===== config.mk =====
export PLATFORM = sky130hd
export DESIGN_NAME = nec_ir_frame_decoder_core
export DESIGN_NICKNAME = d
export VERILOG_FILES = /design/src/hw/rtl/necir_pkg.sv /design/src/hw/rtl/necir_csr.sv /design/src/hw/rtl/necir_classify.sv /design/src/hw/rtl/necir_queue.sv /design/src/hw/rtl/necir_frame.sv /design/src/hw/rtl/nec_ir_frame_decoder_core.sv
export SDC_FILE = /design/constraint.sdc
export NUM_CORES = 1
export LEC_CHECK = 0
export BUFFER_PORTS_ARGS = -buffer_cell sky130_fd_sc_hd__buf_2
export CORE_MARGIN = 2
export CORE_UTILIZATION = 50
export DETAILED_ROUTE_END_ITERATION = 8
export PLACE_DENSITY_LB_ADDON = 0.3
export SKIP_LAST_GASP = 1
export SLEW_MARGIN = 20
export SYNTH_ARGS = -nofsm -noshare
export SYNTH_HDL_FRONTEND = slang
export SYNTH_SLANG_ARGS = --single-unit

===== constraint.sdc =====
create_clock -name clock -period 5.1 [get_ports clock]
set_input_delay 0.765 -clock clock [delete_from_list [all_inputs] [get_ports clock]]
set_output_delay 0.765 -clock clock [all_outputs]
set_load 0.05 [all_outputs]

===== src/hw/rtl/necir_pkg.sv =====
// Shared types and constants for the NEC infrared frame decoder.
// No dependencies; used by every module of the decoder.
package necir_pkg;

   localparam int FRAME_BITS  = 32;
   localparam int COUNT_W     = $clog2(FRAME_BITS);
   localparam int TICK_W      = 16;
   localparam int ADDR_W      = 16;
   localparam int KEY_W       = 8;
   localparam int STATUS_W    = 2;
   localparam int CSR_INDEX_W = 3;
   localparam int QUEUE_DEPTH = 4;
   localparam int QUEUE_AW    = $clog2(QUEUE_DEPTH);
   localparam int RSP_DATA_W  = ADDR_W + KEY_W + FRAME_BITS;

   localparam logic [ADDR_W-1:0] RESET_DEVICE_ADDRESS = 16'hA07F;
   localparam logic [TICK_W-1:0] RESET_START_MIN      = 16'd2200;
   localparam logic [TICK_W-1:0] RESET_START_MAX      = 16'd2600;
   localparam logic [TICK_W-1:0] RESET_REPEAT_MIN     = 16'd1800;
   localparam logic [TICK_W-1:0] RESET_ZERO_MIN       = 16'd150;
   localparam logic [TICK_W-1:0] RESET_BIT_SPLIT      = 16'd300;
   localparam logic [TICK_W-1:0] RESET_ONE_MAX        = 16'd500;

   typedef enum logic [CSR_INDEX_W-1:0] {
      CSR_DEVICE_ADDRESS = 3'd0,
      CSR_START_MIN      = 3'd1,
      CSR_START_MAX      = 3'd2,
      CSR_REPEAT_MIN     = 3'd3,
      CSR_ZERO_MIN       = 3'd4,
      CSR_BIT_SPLIT      = 3'd5,
      CSR_ONE_MAX        = 3'd6
   } csr_index_type;

   typedef enum logic {
      CMD_EDGE    = 1'b0,
      CMD_TIMEOUT = 1'b1
   } command_type;

   typedef enum logic [1:0] {
      KIND_IDLE  = 2'd0,
      KIND_START = 2'd1,
      KIND_BIT0  = 2'd2,
      KIND_BIT1  = 2'd3
   } kind_type;

   typedef enum logic [STATUS_W-1:0] {
      STATUS_OK       = 2'd0,
      STATUS_CMD_FAIL = 2'd1,
      STATUS_ADDR_BAD = 2'd2
   } status_type;

   typedef struct packed {
      logic [ADDR_W-1:0] device_address;
      logic [TICK_W-1:0] start_min;
      logic [TICK_W-1:0] start_max;
      logic [TICK_W-1:0] repeat_min;
      logic [TICK_W-1:0] zero_min;
      logic [TICK_W-1:0] bit_split;
      logic [TICK_W-1:0] one_max;
   } cfg_type;

   typedef struct packed {
      logic     valid;
      kind_type kind;
   } event_type;

endpackage


===== src/hw/rtl/necir_csr.sv =====
// Configuration registers of the NEC decoder: window bounds and device address.
// Depends on necir_pkg.
module necir_csr (
   input  logic                             clock,
   input  logic                             reset,
   input  logic                             csr_we,
   input  logic [necir_pkg::CSR_INDEX_W-1:0] csr_index,
   input  logic [necir_pkg::TICK_W-1:0]      csr_wdata,
   output necir_pkg::cfg_type               cfg
);

   necir_pkg::cfg_type cfg_ff, cfg_in;

   always_comb begin
      cfg_in = cfg_ff;
      if (csr_we) begin
         case (csr_index)
            necir_pkg::CSR_DEVICE_ADDRESS: cfg_in.device_address = csr_wdata;
            necir_pkg::CSR_START_MIN:      cfg_in.start_min      = csr_wdata;
            necir_pkg::CSR_START_MAX:      cfg_in.start_max      = csr_wdata;
            necir_pkg::CSR_REPEAT_MIN:     cfg_in.repeat_min     = csr_wdata;
            necir_pkg::CSR_ZERO_MIN:       cfg_in.zero_min       = csr_wdata;
            necir_pkg::CSR_BIT_SPLIT:      cfg_in.bit_split      = csr_wdata;
            necir_pkg::CSR_ONE_MAX:        cfg_in.one_max        = csr_wdata;
            default: ;
         endcase
      end
   end

   always_ff @(posedge clock) begin
      if (reset) begin
         cfg_ff.device_address <= necir_pkg::RESET_DEVICE_ADDRESS;
         cfg_ff.start_min      <= necir_pkg::RESET_START_MIN;
         cfg_ff.start_max      <= necir_pkg::RESET_START_MAX;
         cfg_ff.repeat_min     <= necir_pkg::RESET_REPEAT_MIN;
         cfg_ff.zero_min       <= necir_pkg::RESET_ZERO_MIN;
         cfg_ff.bit_split      <= necir_pkg::RESET_BIT_SPLIT;
         cfg_ff.one_max        <= necir_pkg::RESET_ONE_MAX;
      end else begin
         cfg_ff <= cfg_in;
      end
   end

   assign cfg = cfg_ff;

endmodule


===== src/hw/rtl/necir_classify.sv =====
// Front end: sorts an edge interval or timeout into an event kind.
// Depends on necir_pkg; intervals in no window yield no event.
module necir_classify (
   input  necir_pkg::cfg_type          cfg,
   input  logic                        command,
   input  logic [necir_pkg::TICK_W-1:0] interval,
   output necir_pkg::event_type        evt
);

   logic in_repeat, in_start, in_zero, in_one;

   assign in_repeat = (interval > cfg.repeat_min) && (interval < cfg.start_min);
   assign in_start  = (interval > cfg.start_min)  && (interval < cfg.start_max);
   assign in_zero   = (interval > cfg.zero_min)   && (interval < cfg.bit_split);
   assign in_one    = (interval > cfg.bit_split)  && (interval < cfg.one_max);

   always_comb begin
      evt.valid = 1'b1;
      evt.kind  = necir_pkg::KIND_IDLE;
      if (command == necir_pkg::CMD_TIMEOUT || in_repeat) begin
         evt.kind = necir_pkg::KIND_IDLE;
      end else if (in_start) begin
         evt.kind = necir_pkg::KIND_START;
      end else if (in_zero) begin
         evt.kind = necir_pkg::KIND_BIT0;
      end else if (in_one) begin
         evt.kind = necir_pkg::KIND_BIT1;
      end else begin
         evt.valid = 1'b0;
      end
   end

endmodule


===== src/hw/rtl/necir_queue.sv =====
// Short event queue between the classifier and the frame assembler.
// Depends on necir_pkg.
module necir_queue (
   input  logic                clock,
   input  logic                reset,
   input  logic                push,
   input  necir_pkg::kind_type push_kind,
   output logic                full,
   output logic                not_empty,
   input  logic                pop,
   output necir_pkg::kind_type pop_kind
);

   necir_pkg::kind_type             mem_ff [necir_pkg::QUEUE_DEPTH];
   logic [necir_pkg::QUEUE_AW-1:0]  wr_ptr_ff, wr_ptr_in;
   logic [necir_pkg::QUEUE_AW-1:0]  rd_ptr_ff, rd_ptr_in;
   logic [necir_pkg::QUEUE_AW:0]    count_ff, count_in;
   logic                            do_push, do_pop;

   assign full      = (count_ff == (necir_pkg::QUEUE_AW+1)'(necir_pkg::QUEUE_DEPTH));
   assign not_empty = (count_ff != '0);
   assign do_push   = push && !full;
   assign do_pop    = pop && not_empty;
   assign pop_kind  = mem_ff[rd_ptr_ff];

   always_comb begin
      wr_ptr_in = do_push ? wr_ptr_ff + 1'b1 : wr_ptr_ff;
      rd_ptr_in = do_pop  ? rd_ptr_ff + 1'b1 : rd_ptr_ff;
      count_in  = count_ff;
      if (do_push && !do_pop) begin
         count_in = count_ff + 1'b1;
      end else if (do_pop && !do_push) begin
         count_in = count_ff - 1'b1;
      end
   end

   always_ff @(posedge clock) begin
      if (do_push) begin
         mem_ff[wr_ptr_ff] <= push_kind;
      end
   end

   always_ff @(posedge clock) begin
      if (reset) begin
         wr_ptr_ff <= '0;
         rd_ptr_ff <= '0;
         count_ff  <= '0;
      end else begin
         wr_ptr_ff <= wr_ptr_in;
         rd_ptr_ff <= rd_ptr_in;
         count_ff  <= count_in;
      end
   end

endmodule


===== src/hw/rtl/necir_frame.sv =====
// Back end: shifts bits into the frame word and registers the finished result.
// Depends on necir_pkg.
module necir_frame (
   input  logic                                clock,
   input  logic                                reset,
   input  logic [necir_pkg::ADDR_W-1:0]        device_address,
   input  logic                                evt_valid,
   input  necir_pkg::kind_type                 evt_kind,
   output logic                                evt_pop,
   output logic                                rsp_tvalid,
   input  logic                                rsp_tready,
   output logic [necir_pkg::RSP_DATA_W-1:0]    rsp_tdata,
   output logic [necir_pkg::STATUS_W-1:0]      rsp_tuser
);

   logic                                  receiving_ff, receiving_in;
   logic [necir_pkg::COUNT_W-1:0]         count_ff, count_in;
   logic [necir_pkg::FRAME_BITS-1:0]      word_ff, word_in;
   logic                                  valid_ff, valid_in;
   logic [necir_pkg::RSP_DATA_W-1:0]      data_ff, data_in;
   logic [necir_pkg::STATUS_W-1:0]        status_ff, status_in;
   logic [necir_pkg::FRAME_BITS-1:0]      next_word;
   logic [necir_pkg::ADDR_W-1:0]          addr;
   logic [necir_pkg::KEY_W-1:0]           key, inv;
   logic                                  take;

   assign evt_pop   = !valid_ff || rsp_tready;
   assign take      = evt_pop && evt_valid;
   assign next_word = {word_ff[necir_pkg::FRAME_BITS-2:0], evt_kind == necir_pkg::KIND_BIT1};
   assign addr      = next_word[31:16];
   assign key       = next_word[15:8];
   assign inv       = next_word[7:0];

   always_comb begin
      receiving_in = receiving_ff;
      count_in     = count_ff;
      word_in      = word_ff;
      valid_in     = valid_ff && !rsp_tready;
      data_in      = data_ff;
      status_in    = status_ff;
      if (take) begin
         case (evt_kind)
            necir_pkg::KIND_IDLE: begin
               receiving_in = 1'b0;
               count_in     = '0;
               word_in      = '0;
            end
            necir_pkg::KIND_START: begin
               receiving_in = 1'b1;
               count_in     = '0;
               word_in      = '0;
            end
            necir_pkg::KIND_BIT0, necir_pkg::KIND_BIT1: begin
               if (receiving_ff) begin
                  word_in  = next_word;
                  count_in = count_ff + 1'b1;
                  if (count_ff == necir_pkg::COUNT_W'(necir_pkg::FRAME_BITS - 1)) begin
                     receiving_in = 1'b0;
                     count_in     = '0;
                     word_in      = '0;
                     valid_in     = 1'b1;
                     data_in      = {next_word, key, addr};
                     if (key != ~inv) begin
                        status_in = necir_pkg::STATUS_CMD_FAIL;
                     end else if (addr != device_address) begin
                        status_in = necir_pkg::STATUS_ADDR_BAD;
                     end else begin
                        status_in = necir_pkg::STATUS_OK;
                     end
                  end
               end
            end
            default: ;
         endcase
      end
   end

   always_ff @(posedge clock) begin
      if (reset) begin
         receiving_ff <= 1'b0;
         count_ff     <= '0;
         word_ff      <= '0;
         valid_ff     <= 1'b0;
      end else begin
         receiving_ff <= receiving_in;
         count_ff     <= count_in;
         word_ff      <= word_in;
         valid_ff     <= valid_in;
      end
      data_ff   <= data_in;
      status_ff <= status_in;
   end

   assign rsp_tvalid = valid_ff;
   assign rsp_tdata  = data_ff;
   assign rsp_tuser  = status_ff;

endmodule


===== src/hw/rtl/nec_ir_frame_decoder_core.sv =====
// NEC infrared frame decoder, top level: classifier, event queue, frame assembler.
// Depends on necir_pkg, necir_csr, necir_classify, necir_queue and necir_frame.
//
// Each request is one falling-edge interval in timer ticks, or a timeout
// (req_tuser high). Requests are sorted into start, repeat, zero and one by
// the csr_ windows and queued (four entries); intervals in no window are
// dropped at once. The assembler takes one queued event per cycle, so the
// block sustains one request per clock while rsp_tready is high; a frame of
// 32 bits yields one registered response, whose rsp_tvalid rises once its last
// request has passed the queue and the assembler. The user must write thresholds
// through csr_we/csr_index/csr_wdata only while idle; the block does not check it.
module nec_ir_frame_decoder_core (
   input  logic                                clock,
   input  logic                                reset,
   input  logic                                req_tvalid,
   output logic                                req_tready,
   input  logic [necir_pkg::TICK_W-1:0]        req_tdata,  // interval
   input  logic                                req_tuser,  // command
   output logic                                rsp_tvalid,
   input  logic                                rsp_tready,
   output logic [necir_pkg::RSP_DATA_W-1:0]    rsp_tdata,  // address, key_code, raw_frame
   output logic [necir_pkg::STATUS_W-1:0]      rsp_tuser,  // frame_status
   input  logic                                csr_we,
   input  logic [necir_pkg::CSR_INDEX_W-1:0]   csr_index,
   input  logic [necir_pkg::TICK_W-1:0]        csr_wdata
);

   necir_pkg::cfg_type   cfg;
   necir_pkg::event_type evt;
   necir_pkg::kind_type  pop_kind;
   logic                 q_full, q_not_empty, q_pop;

   necir_csr u_csr (
      .clock     (clock),
      .reset     (reset),
      .csr_we    (csr_we),
      .csr_index (csr_index),
      .csr_wdata (csr_wdata),
      .cfg       (cfg)
   );

   necir_classify u_classify (
      .cfg      (cfg),
      .command  (req_tuser),
      .interval (req_tdata),
      .evt      (evt)
   );

   assign req_tready = !q_full;

   necir_queue u_queue (
      .clock     (clock),
      .reset     (reset),
      .push      (req_tvalid && evt.valid),
      .push_kind (evt.kind),
      .full      (q_full),
      .not_empty (q_not_empty),
      .pop       (q_pop),
      .pop_kind  (pop_kind)
   );

   necir_frame u_frame (
      .clock          (clock),
      .reset          (reset),
      .device_address (cfg.device_address),
      .evt_valid      (q_not_empty),
      .evt_kind       (pop_kind),
      .evt_pop        (q_pop),
      .rsp_tvalid     (rsp_tvalid),
      .rsp_tready     (rsp_tready),
      .rsp_tdata      (rsp_tdata),
      .rsp_tuser      (rsp_tuser)
   );

endmodule


==> flow_summary.json <==
{
  "layout.cells.non_filler": 1497,
  "cpLargestDelayFamily": "simple AND/OR/NAND/NOR gates",
  "die_x_um": 144.9,
  "synth.distinct_cells": 44,
  "drt_iter0_drc": 419,
  "crit_chain": "buf_2 -> ha_1 -> nand4_1 -> nor4_2 -> a21boi_2 -> a211oi_1 -> or4_1 -> a31oi_1 -> ha_1 -> inv_1 -> fa_1 -> xor2_1 -> or3_1 -> a21oi_1",
  "ys_seq_area_share_pct": 44.79,
  "fin_skew_ns": 0.01736,
  "start_util_pct": 50.99,
  "ys_seq_elements": 201,
  "tns_ns": 0,
  "finalWirelength_um": 24040,
  "syn-cell-area_um2": 9923,
  "fp.coreArea_um2": 19460,
  "multi_input_area_um2": 4763,
  "drive_gt1_share_pct": 12.42,
  "layout_worst_path_cycle_share_pct": 80.83,
  "dp_cells": 1459,
  "synth-compound-area-share_pct": 12.34,
  "ctsResizeCount": 0,
  "die_area_um2": 20990,
  "n_antenna_cell": 0,
  "syn_inst": 1155,
  "post_cts_buffers": 0,
  "whs_path_depth": 2,
  "postCtsHoldBufs": 0,
  "synth_top_family_by_area": "simple AND/OR/NAND/NOR gates",
  "dpl_worst_slack_ns": 0.4562,
  "synth.avg_cell_area_um2": 8.592,
  "yosys.area_share.simple_pct": 19.11,
  "grt_start_max_net_pins": 69,
  "grt_pass1_vias": 7447,
  "r2r-start": "u_csr.cfg[93]",
  "remaining_drc_errors": 0,
  "setup_viol": 0,
  "cts_tree": "yes",
  "synth.area.mux_share_pct": 0.6557,
  "relSlewSlack_pct": 30.16,
  "ff_latch_area_um2": 4444,
  "fmax_ghz": 0.2426,
  "cts_sinks": 201,
  "finalHoldViolCount": 0,
  "maxCapViolCount": 0,
  "cts.clk_slew.worst_paths_ns": 0.06,
  "end_kind": "flip-flop",
  "synth_nets": 1298,
  "irDropWorstVdd_mv": 0.2351,
  "worst_path_max_delay_cell": "or4_1",
  "min_path_type": "flip-flop to flip-flop",
  "yosys.area_share.adder_pct": 12.94,
  "io_pins": 101,
  "utilization_pct": 57.65,
  "leakagePower_nw": 4.533,
  "die-height_um": 144.9,
  "period_needed_ns": 4.122,
  "num-fill-cells": 1745,
  "rsz0062_at_grt": "false",
  "startpoint_type": "input pin",
  "grt_pass1_wl_um": 38090,
  "track_usage_pct": 23.27,
  "wire_per_inst_um": 16.06,
  "worstHoldStart": "u_csr.cfg[64]",
  "antenna_left": 0,
  "clkLatencyLatePin_ns": 0.51,
  "area_growth_pct": 13.06,
  "dr.pass1.iters": 5,
  "nNetsFinal": 1361,
  "htreeDepth": 1,
  "antenna_found_initial": 1,
  "path_common_cell": "ha_1",
  "via_count": 7877,
  "crit_required_ns": 5.52,
  "std_cell_rows": 51,
  "outcome": "finished clean",
  "startpoint": "req_tdata[15]",
  "setup_ws_ns": 0.9778,
  "r2r_cells": 14,
  "critical_path_arrival_ns": 4.54,
  "slowest_delay_ns": 0.65,
  "slew_violations": 0,
  "routabilityCongestion": 0.9408,
  "clock_path_buffers": 3,
  "overflow": 0,
  "crit_buf_inv": 2,
  "dp_hpwl_um": 17040,
  "viasPerCell": 5.262,
  "numCtsBuffers": 22,
  "cts_root_buf": "clkbuf_16",
  "portBuffers": 100,
  "criticalPathCategory": "input pin to flip-flop",
  "cp_max_fo": 7,
  "power_density_nw_per_um2": 355.3,
  "yosys_warnings": 0,
  "cp_num_cells": 14,
  "synth-xor-area-share_pct": 2.736,
  "tightest_slew_ns": 1.046
}
## registers in the layout, indices dropped and copies added, names as in the netlist, 2 cells and up, named ones only
| signal | flops |
|---|---|
| u_queue.wr_ptr_ff | 2 |
| u_frame.rsp_tdata | 32 |
| u_csr.cfg | 112 |
| u_frame.rsp_tuser | 2 |
| u_frame.count_ff | 5 |
| u_queue.mem_ff | 8 |
| u_queue.count_ff | 3 |
| u_frame.word_ff | 31 |
| u_queue.rd_ptr_ff | 2 |
## per-stage QoR
step	power [W]	area (µm²)	hold WS, ns
floorplan	0.002219	9923	0.4318
global placement	0.002403	10490	0.4392
detailed placement	0.002419	10490	0.4423
CTS	0.004005	11220	0.4501
global route	0.004153	11220	0.4649
finish	0.003986	11220	0.4495
## placed cells by master (no fill, tap or decap), drive strengths merged, types with 2 or more instances in the layout
cell    count
nand2     291
dfxtp     159
a21oi     151
buf       107
inv       104
ha        101
edfxtp     42
nor2       38
xnor2      26
clkbuf     26
nand3b     24
nand4      22
o21ai      17
a211o      14
nand3      11
nand2b      9
clkinv      9
nor4        8
a211oi      7
nor2b       7
a31oi       6
a21o        5
xor2        5
nor3        5
and4        4
o211ai      4
and2        4
a2111o      3
or3         3
o221ai      2
a221oi      2
mux2i       2
mux4        2
and3        2
bufinv      2
## where the power goes
group	switching, W	internal, W
Clock	0.000641	0.000953
Combinational	0.000441	0.000212
Sequential	0.0000489	0.00169
## logic make-up after synthesis
kind of cell / after synthesis
DFF: 201
adders and majority gates: 102
buffers and inverters: 172
and+or+nand+nor: 430
muxes: 4
xor gates and xnor gates: 31
AOI/OAI and AO/OA: 215
## synthesized netlist by cell type
library cell	count	share of area [%]
a2111o_1	3	0.34
a211o_1	14	1.2
a211oi_1	7	0.53
a21boi_2	1	0.11
a21o_1	5	0.38
a21oi_1	151	7.6
a221oi_1	2	0.18
a31oi_1	6	0.38
and2_1	4	0.25
and3_1	2	0.13
and4_1	4	0.35
buf_1	3	0.11
buf_2	1	0.050
buf_4	24	1.8
clkbuf_1	40	1.5
dfxtp_1	159	32
edfxtp_1	42	13
fa_1	1	0.20
ha_1	101	13
inv_1	104	3.9
mux2i_1	2	0.20
mux4_2	2	0.45
nand2_1	291	11
nand2b_1	9	0.57
nand3_1	11	0.55
nand3b_1	24	1.8
nand4_1	22	1.4
nand4b_1	1	0.088
nor2_1	38	1.4
nor2b_1	7	0.44
nor3_1	5	0.25
nor4_1	7	0.44
nor4_2	1	0.13
o211ai_1	4	0.30
o21a_1	1	0.076
o21ai_0	16	0.81
o21ai_1	1	0.050
o21bai_1	1	0.076
o221ai_1	2	0.18
o31a_1	1	0.088
or3_1	3	0.19
or4_1	1	0.076
xnor2_1	26	2.3
xor2_1	5	0.44
## worst register-to-register path: stages (launching register included)
cell      delay (ns)
dfxtp_1         0.33
inv_1           0.06
ha_1            0.30
nand4_1         0.16
nor4_2          0.36
a21boi_2        0.21
a211oi_1        0.08
or4_1           0.65
a31oi_1         0.39
ha_1            0.25
inv_1           0.07
fa_1            0.43
xor2_1          0.18
or3_1           0.32
a21oi_1         0.19
## area by class of cell
type	instances	area share, %
inverters	104	3.479
well taps	265	2.955
multi-input cells	782	42.46
repair buffers	107	4.951
clock inverters	12	1.138
flip-flops and latches	201	39.61
clock buffers	26	5.409
## worst paths after layout
path | to | slack (ns)
setup reg to reg | u_queue.count_ff[2] | 1.04
hold / removal | u_csr.cfg[64] | 0.45
hold reg to reg | u_csr.cfg[64] | 0.45
setup / recovery | u_queue.count_ff[2] | 0.98
## layer usage
layer / wire length [µm] / GRT usage (%) / vias up / part of all wire (%)
met3: 1149 / 2.764 / 52 / 4.8
met5: 13 / 0 / - / 0.054
met1: 10760 / 30.41 / 3631 / 45
met2: 11320 / 40.04 / 209 / 47
li1: - / - / 3983 / -
met4: 803 / 7.818 / 2 / 3.3
No activity file was read; power rests on OpenSTA's default activity.
